==> src/life_board_engine_top_macros.svh <==
// ----------------------------------------------------------------------------
// Life board engine assertion macros
// Shared concurrent assertion forms, clocked on clock and disabled in reset.
// ----------------------------------------------------------------------------
`ifndef LIFE_BOARD_ENGINE_TOP_MACROS_SVH
`define LIFE_BOARD_ENGINE_TOP_MACROS_SVH

// The consequent must hold in the same cycle as the antecedent.
`define LBE_ASSERT_NOW(label, ante, cons, msg) \
   label: assert property (@(posedge clock) disable iff (reset) (ante) |-> (cons)) \
      else $error(msg);

// The consequent must hold in the cycle after the antecedent.
`define LBE_ASSERT_NEXT(label, ante, cons, msg) \
   label: assert property (@(posedge clock) disable iff (reset) (ante) |=> (cons)) \
      else $error(msg);

`endif

==> src/lbe_pkg.sv <==
// ----------------------------------------------------------------------------
// Life board engine package
// Field widths, command codes, controller states and the control interface.
// ----------------------------------------------------------------------------
package lbe_pkg;

   localparam int SIZE_W      = 7;
   localparam int POS_W       = 6;
   localparam int CMD_W       = 2;
   localparam int CELL_W      = 5;
   localparam int COUNT_W     = 4;
   localparam int REQ_DATA_W  = 16;
   localparam int RSP_DATA_W  = 8;
   localparam int CSR_INDEX_W = 4;
   localparam int MIN_SIZE    = 3;

   localparam logic [CSR_INDEX_W-1:0] REG_BOARD_WIDTH  = CSR_INDEX_W'(0);
   localparam logic [CSR_INDEX_W-1:0] REG_BOARD_HEIGHT = CSR_INDEX_W'(1);

   localparam logic [COUNT_W-1:0] COUNT_KEEP  = COUNT_W'(2);
   localparam logic [COUNT_W-1:0] COUNT_BIRTH = COUNT_W'(3);
   localparam logic [COUNT_W-1:0] COUNT_UP    = COUNT_W'(1);
   localparam logic [COUNT_W-1:0] COUNT_DOWN  = '1;

   typedef enum logic [CMD_W-1:0] {
      OP_SET     = 2'd0,
      OP_CLEAR   = 2'd1,
      OP_ADVANCE = 2'd2,
      OP_READ    = 2'd3
   } op_type;

   typedef enum logic [3:0] {
      ST_CLEAR,
      ST_IDLE,
      ST_RD_ISSUE,
      ST_RD_CAPTURE,
      ST_CT_RD,
      ST_CT_WR,
      ST_NB_RD,
      ST_NB_WR,
      ST_COPY,
      ST_SCAN_RD,
      ST_SCAN_CHK,
      ST_FINISH
   } state_type;

   typedef struct packed {
      logic clear_write;
      logic load_req;
      logic rd_target;
      logic capture_read;
      logic use_nb;
      logic center_write;
      logic nb_start;
      logic nb_write;
      logic copy_read;
      logic scan_read;
      logic scan_target;
      logic rsp_load;
   } lbe_cmd_type;

   typedef struct packed {
      logic   sweep_last;
      op_type req_op;
      logic   req_oor;
      logic   redundant;
      logic   nb_last;
      logic   adv;
      logic   scan_end;
      logic   scan_change;
      logic   rsp_free;
   } lbe_status_type;

endpackage

==> src/lbe_ctrl.sv <==
// ----------------------------------------------------------------------------
// Life board engine controller
// Sequences clearing, commands, the snapshot copy and the generation scan.
// ----------------------------------------------------------------------------
`include "life_board_engine_top_macros.svh"

module lbe_ctrl
   import lbe_pkg::*;
(
   input  logic           clock,
   input  logic           reset,
   input  logic           req_tvalid,
   output logic           req_tready,
   input  lbe_status_type status,
   output lbe_cmd_type    cmd
);

   state_type state_ff;
   state_type state_in;
   state_type after_update;

   always_ff @(posedge clock) begin
      if (reset) begin
         state_ff <= ST_CLEAR;
      end else begin
         state_ff <= state_in;
      end
   end

   always_comb begin
      state_in   = state_ff;
      cmd        = '0;
      req_tready = 1'b0;
      if (status.adv && !status.scan_end) begin
         after_update = ST_SCAN_RD;
      end else begin
         after_update = ST_FINISH;
      end
      unique case (state_ff)
         ST_CLEAR: begin
            cmd.clear_write = 1'b1;
            if (status.sweep_last) begin
               state_in = ST_IDLE;
            end
         end
         ST_IDLE: begin
            req_tready = 1'b1;
            if (req_tvalid) begin
               cmd.load_req = 1'b1;
               if (status.req_op == OP_ADVANCE) begin
                  state_in = ST_COPY;
               end else if (status.req_oor) begin
                  state_in = ST_FINISH;
               end else if (status.req_op == OP_READ) begin
                  state_in = ST_RD_ISSUE;
               end else begin
                  state_in = ST_CT_RD;
               end
            end
         end
         ST_RD_ISSUE: begin
            cmd.rd_target = 1'b1;
            state_in      = ST_RD_CAPTURE;
         end
         ST_RD_CAPTURE: begin
            cmd.capture_read = 1'b1;
            state_in         = ST_FINISH;
         end
         ST_CT_RD: begin
            cmd.rd_target = 1'b1;
            state_in      = ST_CT_WR;
         end
         ST_CT_WR: begin
            if (status.redundant) begin
               state_in = after_update;
            end else begin
               cmd.center_write = 1'b1;
               cmd.nb_start     = 1'b1;
               state_in         = ST_NB_RD;
            end
         end
         ST_NB_RD: begin
            cmd.rd_target = 1'b1;
            cmd.use_nb    = 1'b1;
            state_in      = ST_NB_WR;
         end
         ST_NB_WR: begin
            cmd.use_nb   = 1'b1;
            cmd.nb_write = 1'b1;
            if (status.nb_last) begin
               state_in = after_update;
            end else begin
               state_in = ST_NB_RD;
            end
         end
         ST_COPY: begin
            cmd.copy_read = 1'b1;
            if (status.sweep_last) begin
               state_in = ST_SCAN_RD;
            end
         end
         ST_SCAN_RD: begin
            cmd.scan_read = 1'b1;
            state_in      = ST_SCAN_CHK;
         end
         ST_SCAN_CHK: begin
            if (status.scan_change) begin
               cmd.scan_target = 1'b1;
               state_in        = ST_CT_RD;
            end else if (status.scan_end) begin
               state_in = ST_FINISH;
            end else begin
               cmd.scan_read = 1'b1;
            end
         end
         ST_FINISH: begin
            if (status.rsp_free) begin
               cmd.rsp_load = 1'b1;
               state_in     = ST_IDLE;
            end
         end
         default: begin
            state_in = ST_CLEAR;
         end
      endcase
   end

   `LBE_ASSERT_NEXT(a_accept_leaves_idle, req_tvalid && req_tready, state_ff != ST_IDLE, "accepted word did not start work")
   `LBE_ASSERT_NOW(a_center_after_read, cmd.center_write, $past(cmd.rd_target), "center write without a fresh read")
   `LBE_ASSERT_NOW(a_target_after_scan, cmd.scan_target, $past(cmd.scan_read), "scan decision without snapshot data")

endmodule

==> config.mk <==
export PLATFORM = sky130hd
export DESIGN_NAME = lbe_ctrl
export DESIGN_NICKNAME = d
export VERILOG_FILES = /design/src/lbe_pkg.sv /design/src/lbe_ctrl.sv
export VERILOG_INCLUDE_DIRS = /design/src /design/src/src
export SDC_FILE = /design/constraint.sdc
export NUM_CORES = 1
export LEC_CHECK = 0
export BUFFER_PORTS_ARGS = -buffer_cell sky130_fd_sc_hd__buf_2
export CAP_MARGIN = 10
export CELL_PAD_IN_SITES_DETAIL_PLACEMENT = 1
export CELL_PAD_IN_SITES_GLOBAL_PLACEMENT = 2
export CORE_ASPECT_RATIO = 0.75
export CORE_UTILIZATION = 26
export DETAILED_ROUTE_END_ITERATION = 10
export GPL_TIMING_DRIVEN = 0
export PLACE_DENSITY = 0.91
export SYNTH_ARGS = -nofsm -noshare
export SYNTH_HDL_FRONTEND = slang
export SYNTH_SLANG_ARGS = --single-unit
==> constraint.sdc <==
create_clock -name clock -period 2.7 [get_ports clock]
set_input_delay 0.54 -clock clock [delete_from_list [all_inputs] [get_ports clock]]
set_output_delay 0.54 -clock clock [all_outputs]
set_load 0.02 [all_outputs]
# Yosys cells after proc, flatten, opt, wreduce, memory -nomap -nowiden
# Index checks and enable logic that the tools add are counted.
dict set report op_classes {
  eq_ne 18
  mux 31
  n_reduce_logical 6
}
# cell n
set ops {}
lappend ops {{case mux 4 bit (12 select lines)} 1}
lappend ops {{two-way mux 4 bit} 10}
lappend ops {{== test 4 x 3 -> 1 bit, second input constant} 4}
lappend ops {{== test 4 bit, second input constant} 4}
lappend ops {{two-way mux 1 bit} 15}
lappend ops {{== test 4 x 2 -> 1 bit, second input constant} 2}
lappend ops {{inequality test 2 bit, second input constant} 4}
lappend ops {{two-way mux 2 bit} 3}
lappend ops {{AND reduction 5 bit} 1}
lappend ops {{== test 2 bit, second input constant} 2}
lappend ops {{== test 4 x 1 -> 1 bit, second input constant} 1}
lappend ops {{zero test 4 bit} 1}
lappend ops {{two-way mux 3 bit} 1}
lappend ops {{inequality test 3 bit, second input constant} 1}
lappend ops {{OR reduction 3 bit} 1}
lappend ops {{case mux 1 bit (2 select lines)} 1}
lappend ops {{OR reduction 2 bit} 1}
lappend ops {{logical AND 1 bit} 1}
lappend ops {{zero test 1 bit} 1}
dict set report totals {
  regBits 4
  input_bits 13
  out_inout_bits 13
  wordCells 56
}

# Longest topological paths before layout
# Gate-level depths: netlist of run 1.
dict set report depth {
  ltp_word 6
  depth_mapped 6
}

# Worst setup path after synthesis of run 1
# Ideal clock, no wire load.
dict set report synth_path {
  kind {register to output}
  startpoint {register state_ff[2]}
  endpoint {output cmd[6] (netlist name)}
  arrival_ps 1422
  required_ps 2160
  slack_ps 738
  stages_incl_launch_ff 5
  n_path_buf 2
  cell_sequence {dfxtp_1 > buf_4 > nand3b_1 > nor3_1 > buf_4}
}
# element line_no
set synth_rtl {}
lappend synth_rtl {{from (decl)} lbe_ctrl.sv:18} ;# state_type state_ff;
lappend synth_rtl {{from (signal assigned)} lbe_ctrl.sv:26} ;# state_ff <= state_in;
lappend synth_rtl {{to (decl)} lbe_ctrl.sv:15} ;# output lbe_cmd_type cmd

==> results_tabular.tex, run 1 <==
\begin{tabular}{lr}
\hline
Metric & Value \\
\hline
\multicolumn{2}{l}{\textbf{STA}} \\
\quad Final Hold Slack & 0.553 ns \\
\quad Final Cycle Share & 0.759 \\
\quad Final hold vios & 0 \\
\quad Time the worst path needs with I/O delays and setup & 2.05 ns \\
\quad Maximum frequency from static timing analysis & 488 MHz \\
\quad Unrepaired setup endpoints after global routing & no \\
\quad Number of setup violations in the final report & 0 \\
\quad Worst clock skew & 0.00924 ns \\
\quad Number of slew-limit violations in the final report & 0 \\
\quad Accumulated negative setup slack & 0 ns \\
\quad Worst slew margin relative to its limit & 0.768 \\
\quad Least-Margin Pin Slew & 0.345 ns \\
\multicolumn{2}{l}{\textbf{Floorplanning}} \\
\quad Core Footprint & 2120 um2 \\
\quad IO Pins & 26 \\
\quad Die width & 58.2 um \\
\quad Floorplan die height & 44.2 um \\
\quad Effective utilization at floorplan & 0.291 \\
\quad Number of placement rows & 14 \\
\quad Die ar. & 2570 um2 \\
\multicolumn{2}{l}{\textbf{Setup path}} \\
\quad CP peak stage delay & 0.41 ns \\
\quad Arrival time of data at the critical path endpoint & 1.51 ns \\
\quad Ordered cell list for the critical path & buf\_4 > nand3b\_1 > nor3\_1 > buf\_4 > buf\_2 \\
\quad Worst setup SP type & register \\
\quad Worst-path maximum fanout & 10 \\
\quad Worst setup EP type & output pin \\
\quad Critical path's most frequent cell & buf\_4 \\
\quad Critical path class & reg2out \\
\quad Data required, critical path & 2.16 ns \\
\quad Critical Path Slowest Stage Cell & dfxtp\_1 \\
\multicolumn{2}{l}{\textbf{Yosys}} \\
\quad Sequential cell area fraction in the yosys report & 0.130 \\
\quad Most instantiated cells after synthesis & nor2\_1, a21oi\_1, nor3\_1 \\
\quad EDFF count, synth & 0 \\
\quad Most instantiated flip-flop cell in the synthesis netlist & dfxtp\_1 \\
\quad Post-Synthesis Cell Area & 617 um2 \\
\quad Count of yosys warnings during synthesis & 0 \\
\quad Syn\_area\_per\_cell & 7.71 um2 \\
\quad Number of distinct library cell variants in the gate-level netlist after synthesis & 38 \\
\quad Main area contributors after synthesis & dfxtp\_1, buf\_6, nor2\_1 \\
\quad Synth area leader & dfxtp\_1 \\
\quad Most frequent cell after synthesis & nor2\_1 \\
\quad Proportion of synthesized flip-flops having asynchronous set or reset & 0 \\
\quad Post-Synthesis Net Count & 93 \\
\quad Gate count after technology mapping & 80 \\
\quad Area share of the largest cell type after synthesis & 0.130 \\
\quad Post-synthesis sequential element count & 4 \\
\multicolumn{2}{l}{\textbf{Clock network}} \\
\quad Number of buffers inserted by hold repair at cts & 0 \\
\quad Clock Root Buffer & clkbuf\_4 \\
\quad Max H-tree Level & 1 \\
\quad Number of CTS-inserted buffers & 3 \\
\quad Total clock sinks & 4 \\
\quad CTS tree & built \\
\quad Worst-skew pair later-pin latency & 0.25 ns \\
\quad Clock-pin transition on the worst setup and hold timing paths & 0.04 ns \\
\quad Post-CTS repair timing setup buffer count & 0 \\
\quad Number of cells upsized or downsized after cts & 0 \\
\quad Worst-case clock buffer depth & 2 \\
\multicolumn{2}{l}{\textbf{Placed design}} \\
\quad Input/output buffers & 25 \\
\quad RD Place Congestion & 0.727 \\
\quad Detailed placement HPWL & 1590 um \\
\multicolumn{2}{l}{\textbf{Finish}} \\
\quad Registers with the most flip-flops & state\_ff x4 \\
\quad Flip-flop count of the largest register, all copies and words added & 4 \\
\quad Area of the multi-input gates & 454 um2 \\
\quad Register Area & 80.1 um2 \\
\quad Antenna diodes & 0 \\
\quad Largest register by flop count & state\_ff \\
\quad Layout-stage area growth over the synthesis result & 30.4\% \\
\quad Filler cell count in the final layout & 292 \\
\quad Fraction of layout cells with a size suffix above 1 & 0.426 \\
\quad Net count of the finished layout & 123 \\
\multicolumn{2}{l}{\textbf{Detailed routing}} \\
\quad Final wirelength & 2060 um \\
\quad Wirelength per Cell & 14.7 um \\
\quad Number of vias in the routed layout & 725 \\
\quad First-pass iteration count of the detailed router & 4 \\
\quad Violation count after the first detailed-route iteration & 13 \\
\quad DR vias/cell & 5.18 \\
\quad Number of remaining DRC errors & 0 \\
\quad Antenna viol nets, final & 0 \\
\multicolumn{2}{l}{\textbf{Global routing}} \\
\quad Number of antenna violations at the first check in global routing & 0 \\
\quad Maximum number of pins on one net before global-route repair & 11 \\
\quad First-pass GRT wire length & 3410 um \\
\quad GRT Total Usage & 0.178 \\
\quad Overflow left after global routing & 0 \\
\quad Number of global-route vias before repair & 728 \\
\multicolumn{2}{l}{\textbf{Flow run}} \\
\quad Number of max-cap violations & 0 \\
\multicolumn{2}{l}{\textbf{Power and ir drop}} \\
\quad Static power due to leakage & 0.368 nW \\
\quad Worst vdd rail ir drop & 0.347 mV \\
\quad Cell Pwr Density & 872 nW/um2 \\
\multicolumn{2}{l}{\textbf{Outcome}} \\
\quad Status & finished clean \\
\multicolumn{2}{l}{\textbf{Min path}} \\
\quad Hold Path Class & in2reg \\
\hline
\end{tabular}
-- worst max-delay path: cells and delay by family, from the launching register on --
| family | cells | cell delay (ns) |
|---|---|---|
| buffers and inverters | 3 | 0.51 |
| DFF | 1 | 0.41 |
| and+or+nand+nor | 2 | 0.35 |
-- logic make-up (layout without fill, tap and decap cells) --
logic type,count (synthesis),in the layout,share of synthesized area
muxes,2,2,0.0345
DFF,4,4,0.130
and+or+nand+nor,39,39,0.426
buffers and inverters,12,40,0.134
AOI/OAI and AO/OA,23,23,0.276
-- final timing paths --
check / depth (start not counted) / slack [ns] / end / from
min reg2reg: 4 / 0.76 / state_ff[2] / state_ff[3]
min: 2 / 0.55 / state_ff[1] / reset
max reg2reg: 6 / 1.29 / state_ff[2] / state_ff[1]
max: 5 / 0.65 / cmd[6] / state_ff[2]
-- metal layers --
layer	track usage	wire, um	share of wire
met4	0.0762	18	0.0087
met1	0.243	1020	0.50
met2	0.287	958	0.46
met3	0.0175	61	0.030
met5	0	0	0
-- report_power, final --
group	switching, mW	leakage [nW]	internal [mW]
combinational	0.313	0.321	0.214
sequential	0.0144	0.0328	0.0799
clock	0.0298	0.0138	0.0501
total	0.357	0.368	0.344
-- through the flow --
stage / power (mW) / util / std cells / worst slack [ns] / instance area, um2
CTS: 0.700 / 0.380 / 140 / 0.638 / 805
floorplan: 0.485 / - / 80 / 0.738 / 617
global route: 0.758 / 0.380 / 140 / 0.558 / 805
global placement: 0.605 / 0.369 / 137 / 0.899 / 782
finish: 0.702 / 0.380 / 140 / 0.651 / 805
detailed placement: 0.616 / 0.369 / 137 / 0.882 / 782
-- area by class of cell --
class                      instances  share of cell area
buffer                             9              0.0886
timing repair buffer              25               0.156
clock buffer                       3              0.0280
tap                               32              0.0498
inverter                           3              0.0140
multi-input combinational         64               0.565
sequential                         4              0.0995
-- cells in the final DEF (no fill, tap or decap), types with 2 or more instances in the layout --
master and count:
buf_2 28, and2_1 2, o22ai_1 2, dfxtp_1 4, nand2b_1 4, nor4b_2 2
nor4_2 2, nor3b_1 3, a211oi_1 2, buf_4 3, clkbuf_4 3, nor4_1 2
buf_6 3, and3b_1 2, a21oi_1 5, nand2_1 4, o21ai_1 2, inv_1 2
o211a_1 2, nor2_1 8, nor3_1 5
No activity file was read; power rests on OpenSTA's default activity.
==> run 2, diff against run 1 <==
Settings changed: CORE_UTILIZATION 26 to 24, PLACE_DENSITY 0.91 to 0.85.
Clock period 2.7 ns to 2 ns, I/O delays scaled along.
==> run 2 against run 1 <==
Against the previous run: largest cell class unchanged; sequential cell count unchanged; hold slack worse by 0.11 ns; clock power grew 29%; final cell count up 1.4%; die area increased by 8.0%; critical path depth did not move; utilization shrank 3.6 points.
==> results_tabular.tex, run 2 (synthesis results as in run 1) <==
\begin{tabular}{lr}
\hline
Metric & Value \\
\hline
\multicolumn{2}{l}{\textbf{Outcome}} \\
\quad Status & finished clean \\
\multicolumn{2}{l}{\textbf{Global routing}} \\
\quad First-pass GRT wire length & 3060 um (-10\%) \\
\quad Number of antenna violations at the first check in global routing & 0 (unchanged) \\
\quad Maximum number of pins on one net before global-route repair & 11 (unchanged) \\
\quad Number of global-route vias before repair & 628 (-14\%) \\
\quad GRT Total Usage & 0.155 (-0.0227) \\
\quad Overflow left after global routing & 0 (unchanged) \\
\multicolumn{2}{l}{\textbf{Clock network}} \\
\quad Total clock sinks & 4 (unchanged) \\
\quad Number of CTS-inserted buffers & 3 (unchanged) \\
\quad Post-CTS repair timing setup buffer count & 0 (unchanged) \\
\quad CTS tree & built \\
\quad Max H-tree Level & 1 (unchanged) \\
\quad Clock-pin transition on the worst setup and hold timing paths & 0.04 ns (about the same) \\
\quad Worst-case clock buffer depth & 2 (unchanged) \\
\quad Worst-skew pair later-pin latency & 0.24 ns (about the same) \\
\quad Clock Root Buffer & clkbuf\_4 \\
\multicolumn{2}{l}{\textbf{STA}} \\
\quad Worst clock skew & 0.00667 ns (-0.00257 ns) \\
\quad Final Cycle Share & 0.922 \\
\quad Unrepaired setup endpoints after global routing & no \\
\quad Number of setup violations in the final report & 0 (unchanged) \\
\quad Least-Margin Pin Slew & 0.326 ns (-0.0190 ns) \\
\quad Final hold vios & 0 (unchanged) \\
\quad Final Worst Setup Slack & 0.155 ns (-0.496 ns) \\
\quad Maximum frequency from static timing analysis & 542 MHz \\
\quad Worst slew margin relative to its limit & 0.781 (+0.0128) \\
\quad Time the worst path needs with I/O delays and setup & 1.84 ns \\
\quad Number of slew-limit violations in the final report & 0 (unchanged) \\
\quad Accumulated negative setup slack & 0 ns (unchanged) \\
\multicolumn{2}{l}{\textbf{Detailed routing}} \\
\quad DR vias/cell & 4.90 (-5.4\%) \\
\quad Antenna viol nets, final & 0 (unchanged) \\
\quad Number of remaining DRC errors & 0 (unchanged) \\
\quad Wirelength per Cell & 13.8 um (-6.4\%) \\
\quad Final wirelength & 1960 um (-5.0\%) \\
\quad Violation count after the first detailed-route iteration & 18 (+5) \\
\quad Number of vias in the routed layout & 696 (-4.0\%) \\
\quad First-pass iteration count of the detailed router & 4 (unchanged) \\
\multicolumn{2}{l}{\textbf{Setup path}} \\
\quad Worst reg-to-reg setup slack & 0.58 ns (-0.71 ns) \\
\quad Worst setup SP type & register \\
\quad Data required, critical path & 1.60 ns (-0.56 ns) \\
\quad Arrival time of data at the critical path endpoint & 1.44 ns (-0.07 ns) \\
\quad RR Startpoint & state\_ff[0] \\
\quad Timing endpoint of the critical path & cmd[0] \\
\quad Worst-path maximum fanout & 10 (unchanged) \\
\quad Worst flop-to-flop path endpoint & state\_ff[2] \\
\quad Worst setup path start & state\_ff[0] \\
\quad Worst setup EP type & output pin \\
\quad Cells on worst reg2reg path & 6 (unchanged) \\
\quad Critical path class & reg2out \\
\multicolumn{2}{l}{\textbf{Placed design}} \\
\quad Post-placement setup slack & 0.352 ns (-0.530 ns) \\
\quad Input/output buffers & 25 (unchanged) \\
\quad Detailed placement HPWL & 1520 um (-4.3\%) \\
\quad RD Place Congestion & 0.841 (+16\%) \\
\quad Instance area after placement & 785 um2 (+0.32\%) \\
\multicolumn{2}{l}{\textbf{Power and ir drop}} \\
\quad Overall power after layout & 0.933 mW (+33\%) \\
\quad Cell Pwr Density & 1150 nW/um2 (+32\%) \\
\quad Worst vdd rail ir drop & 0.351 mV (+1.1\%) \\
\quad Static power due to leakage & 0.370 nW (+0.64\%) \\
\multicolumn{2}{l}{\textbf{Min path}} \\
\quad Min-delay src & reset \\
\quad Hold Path Class & in2reg \\
\multicolumn{2}{l}{\textbf{Finish}} \\
\quad Largest register by flop count & state\_ff \\
\quad Commonest cells after routing, fill and taps aside & buf\_2, nor2\_1, a21oi\_1 \\
\quad Util after Layout & 0.343 (-0.0362) \\
\quad Final instance area & 812 um2 (+0.93\%) \\
\quad Antenna diodes & 0 (unchanged) \\
\quad Flip-flop count of the largest register, all copies and words added & 4 (unchanged) \\
\quad Most common cell after layout, fill and taps aside & buf\_2 \\
\quad Fraction of layout cells with a size suffix above 1 & 0.435 (+0.00926) \\
\quad Registers with the most flip-flops & state\_ff x4 \\
\quad Net count of the finished layout & 123 (unchanged) \\
\quad Layout-stage area growth over the synthesis result & 31.6\% \\
\multicolumn{2}{l}{\textbf{Floorplanning}} \\
\quad Die width & 60.5 um (+3.9\%) \\
\quad Number of placement rows & 15 (+1) \\
\quad Die ar. & 2780 um2 (+8.0\%) \\
\quad IO Pins & 26 (unchanged) \\
\quad Effective utilization at floorplan & 0.261 (-0.0302) \\
\quad Floorplan die height & 45.9 um (+3.9\%) \\
\quad Core Footprint & 2360 um2 (+12\%) \\
\multicolumn{2}{l}{\textbf{Flow run}} \\
\quad Number of max-cap violations & 0 (unchanged) \\
\hline
\end{tabular}
==> run 2: repair_timing <==
action | CTS | global route
resized for setup | 0 | 1
endpoints found under the hold margin | 0 | 0
endpoints found under the setup margin | 0 | 1
hold buffers | 0 | 0
==> run 2: final cells by class <==
type / instances / area [um2]
Multi-Input combinational cell: 64 / 459
Timing Repair Buffer: 25 / 125
Tap cell: 34 / 42.5
Buffer: 9 / 71.3
Clock buffer: 3 / 22.5
Sequential cell: 4 / 80.1
Fill cell: 318 / 1550
Inverter: 3 / 11.3
==> run 2: worst min-delay path by stage <==
stage / endpoint / slack [ns] / cells after the start
after floorplan: state_ff[1] / 0.50 / 1
after global placement: state_ff[1] / 0.67 / 2
after detailed placement: state_ff[1] / 0.69 / 2
after CTS: state_ff[3] / 0.43 / 2
after global routing: state_ff[1] / 0.44 / 2
final: state_ff[1] / 0.44 / 2
==> run 2: critical path, cell delays in order (launching register included) <==
cell and delay [ns]:
dfxtp_1 0.34, buf_2 0.24, buf_4 0.21, nand2_1 0.09, nor3_1 0.13, buf_2 0.19
==> run 2: layer usage <==
layer  wire length (um)  track usage  vias to the layer above
met3                112       0.0426                        3
met1               1020        0.227                      315
met4                 10       0.0636                        0
li1                   -            -                      355
met2                818        0.209                       23
met5                  0            0                        -
==> run 2: power by group <==
part	leakage (nW)	internal [mW]	switching (mW)
clock network	0.0138	0.0672	0.0359
logic	0.324	0.289	0.416
registers	0.0328	0.108	0.0175
==> run 2: through the flow <==
stage	hold WS, ns	cells
after floorplan	0.499	80
after global placement	0.667	139
after CTS	0.434	142
after detailed placement	0.692	139
final	0.439	142
after global routing	0.441	142
